## src/rtl/u8tw_pkg.sv

```systemverilog
// shared types and constants of the utf-8 text width measure block
// no dependencies; compiled first
`timescale 1ns / 1ps

package u8tw_pkg;

    localparam int unsigned U8TW_RESULT_DEPTH = 4;

    localparam logic [7:0]  CFG_FONT_SIZE  = 8'd0;
    localparam logic [7:0]  CFG_FONT_STYLE = 8'd1;

    localparam logic [7:0]  FONT_SIZE_RESET  = 8'd1;
    localparam logic [7:0]  FONT_STYLE_RESET = 8'd0;

    localparam logic [7:0]  STYLE_BOLD  = 8'd1;
    localparam logic [7:0]  STYLE_WIDE  = 8'd2;
    localparam logic [7:0]  STYLE_BLOCK = 8'd3;

    localparam logic [15:0] BAD_CODE   = 16'd63;
    localparam logic [15:0] SHARP_S    = 16'h00DF;
    localparam logic [14:0] WIDTH_MAX  = 15'h7FFF;

    typedef struct packed {
        logic [15:0] codepoint;
        logic        glyph_present;
        logic [4:0]  advance;
        logic [14:0] total_width;
        logic        width_saturated;
        logic        last_result;
    } t_result;

    // results produced by one byte, slot a first
    typedef struct packed {
        logic [1:0] count;
        t_result    a;
        t_result    b;
    } t_push;

    typedef struct packed {
        logic room;
    } t_queue_stat;

endpackage

```

## src/rtl/u8tw_ifs.sv

```systemverilog
// valid/ready channel interfaces: text bytes in, results out, config writes
// no dependencies
`timescale 1ns / 1ps

interface u8tw_in_if;
    logic       valid;
    logic       ready;
    logic [7:0] text_byte;
    logic       end_of_text;
    modport source (output valid, output text_byte, output end_of_text, input ready);
    modport sink   (input valid, input text_byte, input end_of_text, output ready);
endinterface

interface u8tw_out_if;
    logic        valid;
    logic        ready;
    logic [15:0] codepoint;
    logic        glyph_present;
    logic [4:0]  advance;
    logic [14:0] total_width;
    logic        width_saturated;
    logic        last_result;
    modport source (output valid, output codepoint, output glyph_present, output advance,
                    output total_width, output width_saturated, output last_result,
                    input ready);
    modport sink   (input valid, input codepoint, input glyph_present, input advance,
                    input total_width, input width_saturated, input last_result,
                    output ready);
endinterface

interface u8tw_cfg_if;
    logic       valid;
    logic       ready;
    logic [7:0] index;
    logic [7:0] data;
    modport source (output valid, output index, output data, input ready);
    modport sink   (input valid, input index, input data, output ready);
endinterface

```

## src/rtl/u8tw_cfg_regs.sv

```systemverilog
// font size and font style registers behind the config write channel
// depends on u8tw_pkg and u8tw_cfg_if
`timescale 1ns / 1ps

module u8tw_cfg_regs (
    input  logic       i_clk,
    input  logic       i_rst_n,
    u8tw_cfg_if.sink   i_cfg,
    output logic [7:0] o_font_size,
    output logic [7:0] o_font_style
);
    import u8tw_pkg::*;

    logic [7:0] r_font_size;
    logic [7:0] r_font_style;

    assign i_cfg.ready  = 1'b1;
    assign o_font_size  = r_font_size;
    assign o_font_style = r_font_style;

    always_ff @(posedge i_clk) begin
        if (!i_rst_n) begin
            r_font_size  <= FONT_SIZE_RESET;
            r_font_style <= FONT_STYLE_RESET;
        end else if (i_cfg.valid) begin
            case (i_cfg.index)
                CFG_FONT_SIZE:  r_font_size  <= i_cfg.data;
                CFG_FONT_STYLE: r_font_style <= i_cfg.data;
                default: ;
            endcase
        end
    end

endmodule

```

## src/rtl/u8tw_decode.sv

```systemverilog
// input register, utf-8 decode state, glyph advance and running width
// depends on u8tw_pkg and u8tw_in_if
`timescale 1ns / 1ps

module u8tw_decode (
    input  logic              i_clk,
    input  logic              i_rst_n,
    u8tw_in_if.sink           i_text,
    input  logic [7:0]        i_font_size,
    input  logic [7:0]        i_font_style,
    input  u8tw_pkg::t_queue_stat i_stat,
    output u8tw_pkg::t_push   o_push
);
    import u8tw_pkg::*;

    logic        r_in_valid;
    logic [7:0]  r_byte;
    logic        r_last;

    logic [7:0]  r_lead, n_lead;
    logic [7:0]  r_second, n_second;
    logic [1:0]  r_pending, n_pending;
    logic        r_skip, n_skip;
    logic [14:0] r_sum, n_sum;
    logic        r_clip, n_clip;

    logic        consume;
    logic        a_v, b_v, a_last;
    logic [15:0] a_cp, b_cp;
    logic [4:0]  a_adv, b_adv;
    t_result     res_a, res_b;

    function automatic logic [4:0] glyph_adv(input logic [15:0] cp,
                                             input logic [7:0] size_raw,
                                             input logic [7:0] style);
        logic [1:0] size;
        logic [4:0] base;
        logic [4:0] extra;
        size  = (size_raw >= 8'd2) ? 2'd2 : 2'd1;
        base  = (cp == SHARP_S) ? 5'd12 : 5'd6;
        extra = 5'd0;
        if (style == STYLE_BOLD || style == STYLE_BLOCK) begin
            extra = 5'd1;
        end else if (style == STYLE_WIDE) begin
            extra = {3'd0, size};
        end
        glyph_adv = ((size == 2'd2) ? {base[3:0], 1'b0} : base) + extra;
    endfunction

    function automatic t_result make_result(input logic [15:0] cp, input logic last,
                                            input logic [4:0] adv,
                                            input logic [14:0] sum_in,
                                            input logic clip_in);
        t_result    r;
        logic [15:0] s;
        s = {1'b0, sum_in} + {11'd0, adv};
        r.codepoint = cp;
        if (cp == 16'd0) begin
            // end marker
            r.glyph_present   = 1'b0;
            r.advance         = 5'd0;
            r.total_width     = sum_in;
            r.width_saturated = clip_in;
            r.last_result     = 1'b1;
        end else begin
            r.glyph_present   = 1'b1;
            r.advance         = adv;
            r.total_width     = s[15] ? WIDTH_MAX : s[14:0];
            r.width_saturated = clip_in | s[15];
            r.last_result     = last;
        end
        make_result = r;
    endfunction

    assign consume      = r_in_valid && i_stat.room;
    assign i_text.ready = !r_in_valid || consume;

    always_comb begin
        a_v       = 1'b0;
        a_cp      = 16'd0;
        a_last    = 1'b0;
        b_v       = 1'b0;
        b_cp      = 16'd0;
        n_lead    = r_lead;
        n_second  = r_second;
        n_pending = r_pending;
        if (!r_skip) begin
            case (r_pending)
                2'd1: begin
                    n_pending = 2'd0;
                    a_v       = 1'b1;
                    a_last    = r_last;
                    a_cp      = (r_lead[7:5] == 3'b110)
                              ? {5'd0, r_lead[4:0], r_byte[5:0]}
                              : {r_lead[3:0], r_second[5:0], r_byte[5:0]};
                end
                2'd2: begin
                    if (r_last) begin
                        // three-byte sequence cut short: '?' then this byte as a lead
                        n_pending = 2'd0;
                        a_v       = 1'b1;
                        a_cp      = BAD_CODE;
                        b_v       = 1'b1;
                        b_cp      = r_byte[7] ? BAD_CODE : {8'd0, r_byte};
                    end else begin
                        n_second  = r_byte;
                        n_pending = 2'd1;
                    end
                end
                default: begin
                    n_pending = 2'd0;
                    a_last    = r_last;
                    if (!r_byte[7]) begin
                        a_v  = 1'b1;
                        a_cp = {8'd0, r_byte};
                    end else if (r_byte[7:5] == 3'b110 && !r_last) begin
                        n_lead    = r_byte;
                        n_pending = 2'd1;
                    end else if (r_byte[7:4] == 4'b1110 && !r_last) begin
                        n_lead    = r_byte;
                        n_pending = 2'd2;
                    end else begin
                        a_v  = 1'b1;
                        a_cp = BAD_CODE;
                    end
                end
            endcase
        end

        a_adv = glyph_adv(a_cp, i_font_size, i_font_style);
        b_adv = glyph_adv(b_cp, i_font_size, i_font_style);
        res_a = make_result(a_cp, a_last, a_adv, r_sum, r_clip);
        res_b = make_result(b_cp, 1'b1, b_adv, res_a.total_width, res_a.width_saturated);

        n_skip = r_skip | (a_v && a_cp == 16'd0) | (b_v && b_cp == 16'd0);
        if (b_v) begin
            n_sum  = res_b.total_width;
            n_clip = res_b.width_saturated;
        end else if (a_v) begin
            n_sum  = res_a.total_width;
            n_clip = res_a.width_saturated;
        end else begin
            n_sum  = r_sum;
            n_clip = r_clip;
        end

        // end of text returns all decode state to its reset value
        if (r_last) begin
            n_lead    = 8'd0;
            n_second  = 8'd0;
            n_pending = 2'd0;
            n_skip    = 1'b0;
            n_sum     = 15'd0;
            n_clip    = 1'b0;
        end

        o_push.a     = res_a;
        o_push.b     = res_b;
        o_push.count = consume ? ({1'b0, a_v} + {1'b0, b_v}) : 2'd0;
    end

    always_ff @(posedge i_clk) begin
        if (!i_rst_n) begin
            r_in_valid <= 1'b0;
            r_lead     <= 8'd0;
            r_second   <= 8'd0;
            r_pending  <= 2'd0;
            r_skip     <= 1'b0;
            r_sum      <= 15'd0;
            r_clip     <= 1'b0;
        end else begin
            if (i_text.ready) begin
                r_in_valid <= i_text.valid;
            end
            if (consume) begin
                r_lead    <= n_lead;
                r_second  <= n_second;
                r_pending <= n_pending;
                r_skip    <= n_skip;
                r_sum     <= n_sum;
                r_clip    <= n_clip;
            end
        end
    end

    always_ff @(posedge i_clk) begin
        if (i_text.valid && i_text.ready) begin
            r_byte <= i_text.text_byte;
            r_last <= i_text.end_of_text;
        end
    end

endmodule

```

## src/rtl/u8tw_result_queue.sv

```systemverilog
// result queue: takes up to two results a cycle, hands one a cycle to the sink while it is ready
// depends on u8tw_pkg and u8tw_out_if
`timescale 1ns / 1ps

module u8tw_result_queue #(
    parameter int unsigned DEPTH = u8tw_pkg::U8TW_RESULT_DEPTH
) (
    input  logic                  i_clk,
    input  logic                  i_rst_n,
    input  u8tw_pkg::t_push       i_push,
    output u8tw_pkg::t_queue_stat o_stat,
    u8tw_out_if.source            o_result
);
    import u8tw_pkg::*;

    localparam int unsigned AW = $clog2(DEPTH);
    localparam int unsigned CW = $clog2(DEPTH + 1);
    localparam logic [CW-1:0] ROOM_MAX = CW'(DEPTH - 2);

    t_result       r_mem [DEPTH];
    logic [AW-1:0] r_wr, n_wr;
    logic [AW-1:0] r_rd;
    logic [CW-1:0] r_count;
    logic          pop;
    logic [AW-1:0] wr_b;

    function automatic logic [AW-1:0] ptr_inc(input logic [AW-1:0] p);
        ptr_inc = (p == AW'(DEPTH - 1)) ? '0 : p + AW'(1);
    endfunction

    assign pop    = o_result.valid && o_result.ready;
    assign wr_b   = ptr_inc(r_wr);
    assign n_wr   = (i_push.count == 2'd2) ? ptr_inc(wr_b)
                  : (i_push.count == 2'd1) ? wr_b : r_wr;
    assign o_stat.room = (r_count <= ROOM_MAX);

    assign o_result.valid           = (r_count != '0);
    assign o_result.codepoint       = r_mem[r_rd].codepoint;
    assign o_result.glyph_present   = r_mem[r_rd].glyph_present;
    assign o_result.advance         = r_mem[r_rd].advance;
    assign o_result.total_width     = r_mem[r_rd].total_width;
    assign o_result.width_saturated = r_mem[r_rd].width_saturated;
    assign o_result.last_result     = r_mem[r_rd].last_result;

    always_ff @(posedge i_clk) begin
        if (!i_rst_n) begin
            r_wr    <= '0;
            r_rd    <= '0;
            r_count <= '0;
        end else begin
            r_wr    <= n_wr;
            r_count <= r_count + CW'(i_push.count) - CW'(pop);
            if (pop) begin
                r_rd <= ptr_inc(r_rd);
            end
        end
    end

    always_ff @(posedge i_clk) begin
        if (i_push.count != 2'd0) begin
            r_mem[r_wr] <= i_push.a;
        end
        if (i_push.count == 2'd2) begin
            r_mem[wr_b] <= i_push.b;
        end
    end

endmodule

```

## src/rtl/utf8_text_width_measure_core.sv

```systemverilog
// UTF-8 text width measure: decodes text bytes and keeps the running glyph width
// top level; depends on u8tw_pkg, u8tw_ifs, u8tw_cfg_regs, u8tw_decode, u8tw_result_queue
//
// usage
//   i_text carries one text byte per transfer, end_of_text set on the final byte.
//   o_result gives one result per transfer: codepoint, advance, running width,
//   saturation flag and last_result on the final result of a text. a byte may
//   give no result (lead or middle byte of a sequence), one, or two (a three-byte
//   sequence cut short by the end of the text gives '?' and then the last byte).
//   i_cfg writes font_size (index 0) and font_style (index 1); write only while
//   no text byte is in flight. it is always ready.
//   a result passes the input register and then the result queue before it
//   can be taken. throughput: one byte per cycle while the queue has room,
//   set by the single decode/width-add stage; the two results of one byte
//   reach the sink in separate transfers.
//   stall: results wait in a queue of RESULT_DEPTH entries; i_text keeps taking
//   bytes as long as the queue has room for two more results.
//   reset: decode state and running width are cleared, font_size returns to 1,
//   font_style to 0, the queue is emptied.
`timescale 1ns / 1ps

module utf8_text_width_measure_core #(
    parameter int unsigned RESULT_DEPTH = u8tw_pkg::U8TW_RESULT_DEPTH
) (
    input  logic       i_clk,
    input  logic       i_rst_n,
    u8tw_in_if.sink    i_text,
    u8tw_cfg_if.sink   i_cfg,
    u8tw_out_if.source o_result
);
    import u8tw_pkg::*;

    logic [7:0]  font_size;
    logic [7:0]  font_style;
    t_push       push;
    t_queue_stat stat;

    u8tw_cfg_regs u_cfg (
        .i_clk        (i_clk),
        .i_rst_n      (i_rst_n),
        .i_cfg        (i_cfg),
        .o_font_size  (font_size),
        .o_font_style (font_style)
    );

    u8tw_decode u_decode (
        .i_clk        (i_clk),
        .i_rst_n      (i_rst_n),
        .i_text       (i_text),
        .i_font_size  (font_size),
        .i_font_style (font_style),
        .i_stat       (stat),
        .o_push       (push)
    );

    u8tw_result_queue #(
        .DEPTH (RESULT_DEPTH)
    ) u_queue (
        .i_clk    (i_clk),
        .i_rst_n  (i_rst_n),
        .i_push   (push),
        .o_stat   (stat),
        .o_result (o_result)
    );

`ifndef SYNTHESIS
    // results are only pushed when the queue reported room for two
    a_push_room: assert property (@(posedge i_clk) disable iff (!i_rst_n)
        push.count != 2'd0 |-> stat.room)
        else $error("result pushed without queue room");

    // two results from one byte only for a truncated sequence
    a_pair_shape: assert property (@(posedge i_clk) disable iff (!i_rst_n)
        push.count == 2'd2 |-> push.a.codepoint == BAD_CODE && !push.a.last_result
                               && push.b.last_result)
        else $error("bad two-result push");

    // an end marker has no advance and closes the text
    a_end_marker: assert property (@(posedge i_clk) disable iff (!i_rst_n)
        push.count != 2'd0 && !push.a.glyph_present |->
            push.a.last_result && push.a.advance == 5'd0 && push.count == 2'd1)
        else $error("malformed end marker");
`endif

endmodule

```

## src/flat_wrapper.sv

```systemverilog
// flat-port wrapper written by rule: the top's interface ports become plain ports
module utf8_text_width_measure_core_flat import u8tw_pkg::*;
#(
    parameter int unsigned RESULT_DEPTH = u8tw_pkg::U8TW_RESULT_DEPTH
)
  (i_clk, i_rst_n, i_text_valid, i_text_text_byte, i_text_end_of_text, i_text_ready, i_cfg_valid, i_cfg_index, i_cfg_data, i_cfg_ready, o_result_valid, o_result_codepoint, o_result_glyph_present, o_result_advance, o_result_total_width, o_result_width_saturated, o_result_last_result, o_result_ready);
  u8tw_in_if i_text_i ();
  u8tw_cfg_if i_cfg_i ();
  u8tw_out_if o_result_i ();
  input  logic i_clk;
  input  logic i_rst_n;
  input wire logic [$bits(i_text_i.valid)-1:0] i_text_valid;
  input wire logic [$bits(i_text_i.text_byte)-1:0] i_text_text_byte;
  input wire logic [$bits(i_text_i.end_of_text)-1:0] i_text_end_of_text;
  output wire logic [$bits(i_text_i.ready)-1:0] i_text_ready;
  input wire logic [$bits(i_cfg_i.valid)-1:0] i_cfg_valid;
  input wire logic [$bits(i_cfg_i.index)-1:0] i_cfg_index;
  input wire logic [$bits(i_cfg_i.data)-1:0] i_cfg_data;
  output wire logic [$bits(i_cfg_i.ready)-1:0] i_cfg_ready;
  output wire logic [$bits(o_result_i.valid)-1:0] o_result_valid;
  output wire logic [$bits(o_result_i.codepoint)-1:0] o_result_codepoint;
  output wire logic [$bits(o_result_i.glyph_present)-1:0] o_result_glyph_present;
  output wire logic [$bits(o_result_i.advance)-1:0] o_result_advance;
  output wire logic [$bits(o_result_i.total_width)-1:0] o_result_total_width;
  output wire logic [$bits(o_result_i.width_saturated)-1:0] o_result_width_saturated;
  output wire logic [$bits(o_result_i.last_result)-1:0] o_result_last_result;
  input wire logic [$bits(o_result_i.ready)-1:0] o_result_ready;
  assign i_text_i.valid = i_text_valid;
  assign i_text_i.text_byte = i_text_text_byte;
  assign i_text_i.end_of_text = i_text_end_of_text;
  assign i_text_ready = i_text_i.ready;
  assign i_cfg_i.valid = i_cfg_valid;
  assign i_cfg_i.index = i_cfg_index;
  assign i_cfg_i.data = i_cfg_data;
  assign i_cfg_ready = i_cfg_i.ready;
  assign o_result_valid = o_result_i.valid;
  assign o_result_codepoint = o_result_i.codepoint;
  assign o_result_glyph_present = o_result_i.glyph_present;
  assign o_result_advance = o_result_i.advance;
  assign o_result_total_width = o_result_i.total_width;
  assign o_result_width_saturated = o_result_i.width_saturated;
  assign o_result_last_result = o_result_i.last_result;
  assign o_result_i.ready = o_result_ready;
  utf8_text_width_measure_core #(.RESULT_DEPTH(RESULT_DEPTH)) u_core (.i_clk(i_clk), .i_rst_n(i_rst_n), .i_text(i_text_i), .i_cfg(i_cfg_i), .o_result(o_result_i));
endmodule
```

## config.mk

```make
export PLATFORM = sky130hd
export DESIGN_NAME = utf8_text_width_measure_core_flat
export DESIGN_NICKNAME = d
export VERILOG_FILES = /design/src/rtl/u8tw_pkg.sv /design/src/rtl/u8tw_ifs.sv /design/src/rtl/u8tw_cfg_regs.sv /design/src/rtl/u8tw_decode.sv /design/src/rtl/u8tw_result_queue.sv /design/src/rtl/utf8_text_width_measure_core.sv /design/src/flat_wrapper.sv
export SDC_FILE = /design/constraint.sdc
export NUM_CORES = 1
export LEC_CHECK = 0
export BUFFER_PORTS_ARGS = -buffer_cell sky130_fd_sc_hd__buf_2
export CAP_MARGIN = 20
export CORE_MARGIN = 1.5
export CORE_UTILIZATION = 55
export DETAILED_ROUTE_END_ITERATION = 12
export PLACE_DENSITY_LB_ADDON = 0.3
export SLEW_MARGIN = 10
export SYNTH_ARGS = -nofsm -noshare
export SYNTH_HDL_FRONTEND = slang
export SYNTH_SLANG_ARGS = --single-unit
export TNS_END_PERCENT = 1
```

## constraint.sdc

```tcl
create_clock -name i_clk -period 5.83 [get_ports i_clk]
set_input_delay 1.166 -clock i_clk [delete_from_list [all_inputs] [get_ports i_clk]]
set_output_delay 1.166 -clock i_clk [all_outputs]
set_load 0.03 [all_outputs]
```

==> metrics.csv <==
metric;value;unit
CP Launch Type;register;
CP max FO;12;
Yosys cell types;76;
Net Switching;1.21;mW
Die X;148;µm
total gr overflow;0;
H-Tree Depth;1;
Die Y;148;µm
CP dominant cell by count;inv_1;
CP top delay family;compound AO/OA/AOI/OAI gates;
r2r startpoint;u_core.u_decode.r_pending[0];
PwrDens;314;nW/µm²
Post-Synth XOR/XNOR Area;0.754;%
slowest CP cell;or4_1;
hold path depth;2;
Reg2Reg Depth;27;
Synth Area in Compound Gates;16.5;%
Vias/cell;6.36;
Worst VDD drop;0.220;mV
Yosys warning count;0;
mux share of post-synthesis cell area;9.95;%
synth top area cells;edfxtp_1 (32%), dfxtp_1 (17%), mux4_2 (7.6%);
CP endpoint kind;register;
relative slew slack;39.2;%
count leader, synth;edfxtp_1;
Worst EP required;6.08;ns
Clock Sinks;223;
GPL Wtd Cong;0.969;
Sw Ratio;28.9;%
CP Class;reg2reg;
Routed WL per cell;20.6;µm
flops & latches, synth;223;
fraction of layout cells with a size suffix above 1;21.0;%
CP max stage delay;0.62;ns
Pint;2.98;mW
CTS tree;done;
hold buffer count at cts;0;
CP Buf/Inv Count;4;
Worst Hold Class;reg2reg;
GRT Util Overall;27.5;%
# diodes;0;
Yosys top cell area share;32.3;%
net count after synthesis;1172;
DR vias;9414;
simple-gate share of the synthesized area;16.5;%
sequential fraction of the synthesis area;49.2;%
leak pwr;4.75;nW
max-cap viol count;0;
first drt pass iteration count;5;
R2R Setup Slk;0.20;ns
worst skew pair latency;0.54;ns
CTS clk-pin slew, worst paths;0.07;ns
Hold EP;u_core.u_queue.r_mem[2][38];
asr flop ratio synth;0;%
Port Buf Inserts;70;
IO Count;72;
worst clock skew;0.0203;ns
Post-synth EDFFs;125;
antenna violations before repair;0;
Max Freq;178;MHz
synthesized cell area;11600;µm²
unrepaired setup endpoints after global routing;yes;
Mean Syn Cell Area;10.4;µm²
Placeable Area;20500;µm²
CTS buffer count;24;
Seq pwr share;43.5;%
Root Buffer;clkbuf_16;
FF+latch area;5720;µm²
Detail Route Antenna Nets;0;
cell taking the most area after synthesis;edfxtp_1;
Post-synth top flop;edfxtp_1;
worst slew pin tran;0.903;ns
Fin. Hold Viols;0;
DPL Wire Length;20900;µm
Area growth, synth to finish;15.2;%
DRT Wirelength;30500;µm
Clk pwr share;36.0;%
status;finished clean;
Multi-input gate area;5620;µm²
vias in the first global route;8591;
Max Slew Vio Count;0;
die area;22000;µm²
Cells after Synth;1112;
Arr. time, crit path;5.88;ns
Tmin final;5.63;ns
r2r endpoint;u_core.u_queue.r_mem[2][15];
Fill cells;1585;
Comb pwr share;20.5;%
Max Buffers Root-to-Sink;3;
Setup Viol. Count Final;0;
global-route wire length before repair;47100;µm
initial drt markers;1191;
DRC;0;
Core Util, Final;65.3;%
Adder-Cell Fraction of Synth Area;3.43;%
Layout Nets;1255;
HP Start;u_core.u_queue.r_mem[2][38];
maximum number of pins on one net before global-route repair;56;
synth cell count leaders;edfxtp_1 (125), nand2_1 (115), dfxtp_1 (98), a21oi_1 (92), o22ai_1 (80);
Power Total;4.19;mW
fin crit share;96.5;%
Initial Util;56.6;%
row count;52;
largest family of logic cells by synthesized area;compound AO/OA/AOI/OAI gates;
## worst reg2reg max path: cells and delay by family, from the launching register on
kind,cells,cell delay [ns]
AO/OA/AOI/OAI,12,2.17
buffers and inverters,4,0.47
flip-flops,1,0.36
AND/OR/NAND/NOR,8,1.57
adder cells (fa/ha/maj),3,0.78
## layout by cell type, fill, tap and decap left out, types with 5 or more instances in the layout
cell type	count
ha_1	23
and2_1	28
nand3_1	12
o22ai_1	80
nand3b_1	5
a22oi_1	12
nor2_1	70
o21ai_1	8
o211ai_1	6
nor4_1	7
edfxtp_1	125
buf_2	70
or2_2	5
nor3b_1	5
xor2_1	6
inv_1	30
nor3_1	20
nand2b_1	13
mux4_2	39
mux2_2	5
nor2b_1	48
a31oi_1	12
and3_1	13
nand2_1	115
clkinv_2	5
a21o_1	8
dfxtp_1	96
a211oi_1	14
mux2i_1	22
clkbuf_16	24
a21oi_1	90
buf_4	60
o21ai_0	35
## flip-flops by register name (all words and copies together) (netlist names), named ones only
signal and count:
u_core.u_decode.r_skip 1, u_core.u_decode.r_byte 8, u_core.u_queue.r_rd 2, u_core.u_queue.r_count 3, u_core.u_queue.r_wr 2, u_core.u_cfg.o_font_style 8, u_core.u_decode.r_sum 15, u_core.u_decode.r_last 1
u_core.u_queue.r_mem 156, u_core.u_decode.r_second 6, u_core.u_cfg.o_font_size 7, u_core.u_decode.r_clip 1, u_core.u_decode.r_pending 2, u_core.u_decode.r_lead 8, u_core.u_decode.r_in_valid 1
## per-layer routing
metal,GRT usage (%),vias up,part of all wire [%]
li1,-,4344,-
met1,39.0,4453,42
met2,43.1,554,45
met3,5.74,63,11
met4,7.87,0,2.5
met5,0,-,0
## per-stage QoR
step / std cells / TNS (ns) / setup slack, ns / hold WS, ns / cell area [µm²]
after global routing: 1481 / -0.583 / -0.0881 / 0.474 / 13400
final: 1481 / 0 / 0.204 / 0.455 / 13400
after global placement: 1430 / 0 / 0.0907 / 0.440 / 12400
after detailed placement: 1430 / -0.299 / -0.0762 / 0.447 / 12400
after CTS: 1472 / 0 / 0.0173 / 0.455 / 13200
after floorplan: 1112 / 0 / 0.00504 / 0.433 / 11600
## worst max path at each step
stage                                 startpoint                           to  cells past startpoint
floorplan           u_core.u_decode.r_pending[0]  u_core.u_queue.r_mem[0][15]                     29
global placement    u_core.u_decode.r_pending[0]  u_core.u_queue.r_mem[1][10]                     28
detailed placement  u_core.u_decode.r_pending[0]  u_core.u_queue.r_mem[1][10]                     28
CTS                 u_core.u_decode.r_pending[0]  u_core.u_queue.r_mem[2][10]                     28
global route        u_core.u_decode.r_pending[0]  u_core.u_queue.r_mem[1][15]                     28
finish              u_core.u_decode.r_pending[0]  u_core.u_queue.r_mem[2][15]                     27
## cell families (layout without fill, tap and decap cells)
group           count (synthesis)  in the layout
xor+xnor                       10             10
flops                         223            223
simple gates                  372            372
mux                            66             66
fa+ha+maj                      30             30
buf+inv                       103            202
compound gates                307            307
other cells                     1              1
## power groups by stage
| stage | Sequential [mW] | Combinational [mW] | Clock [mW] |
|---|---|---|---|
| detailed placement | 1.86 | 0.847 | 0 |
| global placement | 1.85 | 0.833 | 0 |
| floorplan | 1.81 | 0.647 | 0 |
| CTS | 1.82 | 0.852 | 1.52 |
| global route | 1.84 | 0.925 | 1.58 |
| finish | 1.82 | 0.861 | 1.51 |
## repair_timing
item,CTS,global route
buffers inserted,0,9
hold endpoints to repair,0,0
pin swaps,0,4
endpoints found under the setup margin,5,60
gates resized for setup,2,25
## cell type report
type | instances | share of cell area [%]
clock buffer | 32 | 5.01
tap | 270 | 2.53
timing repair buffer | 130 | 5.99
clock inverter | 10 | 0.842
multi-input combinational | 786 | 42.0
inverter | 30 | 0.842
sequential | 223 | 42.7
(Power assumes the default switching activity.)
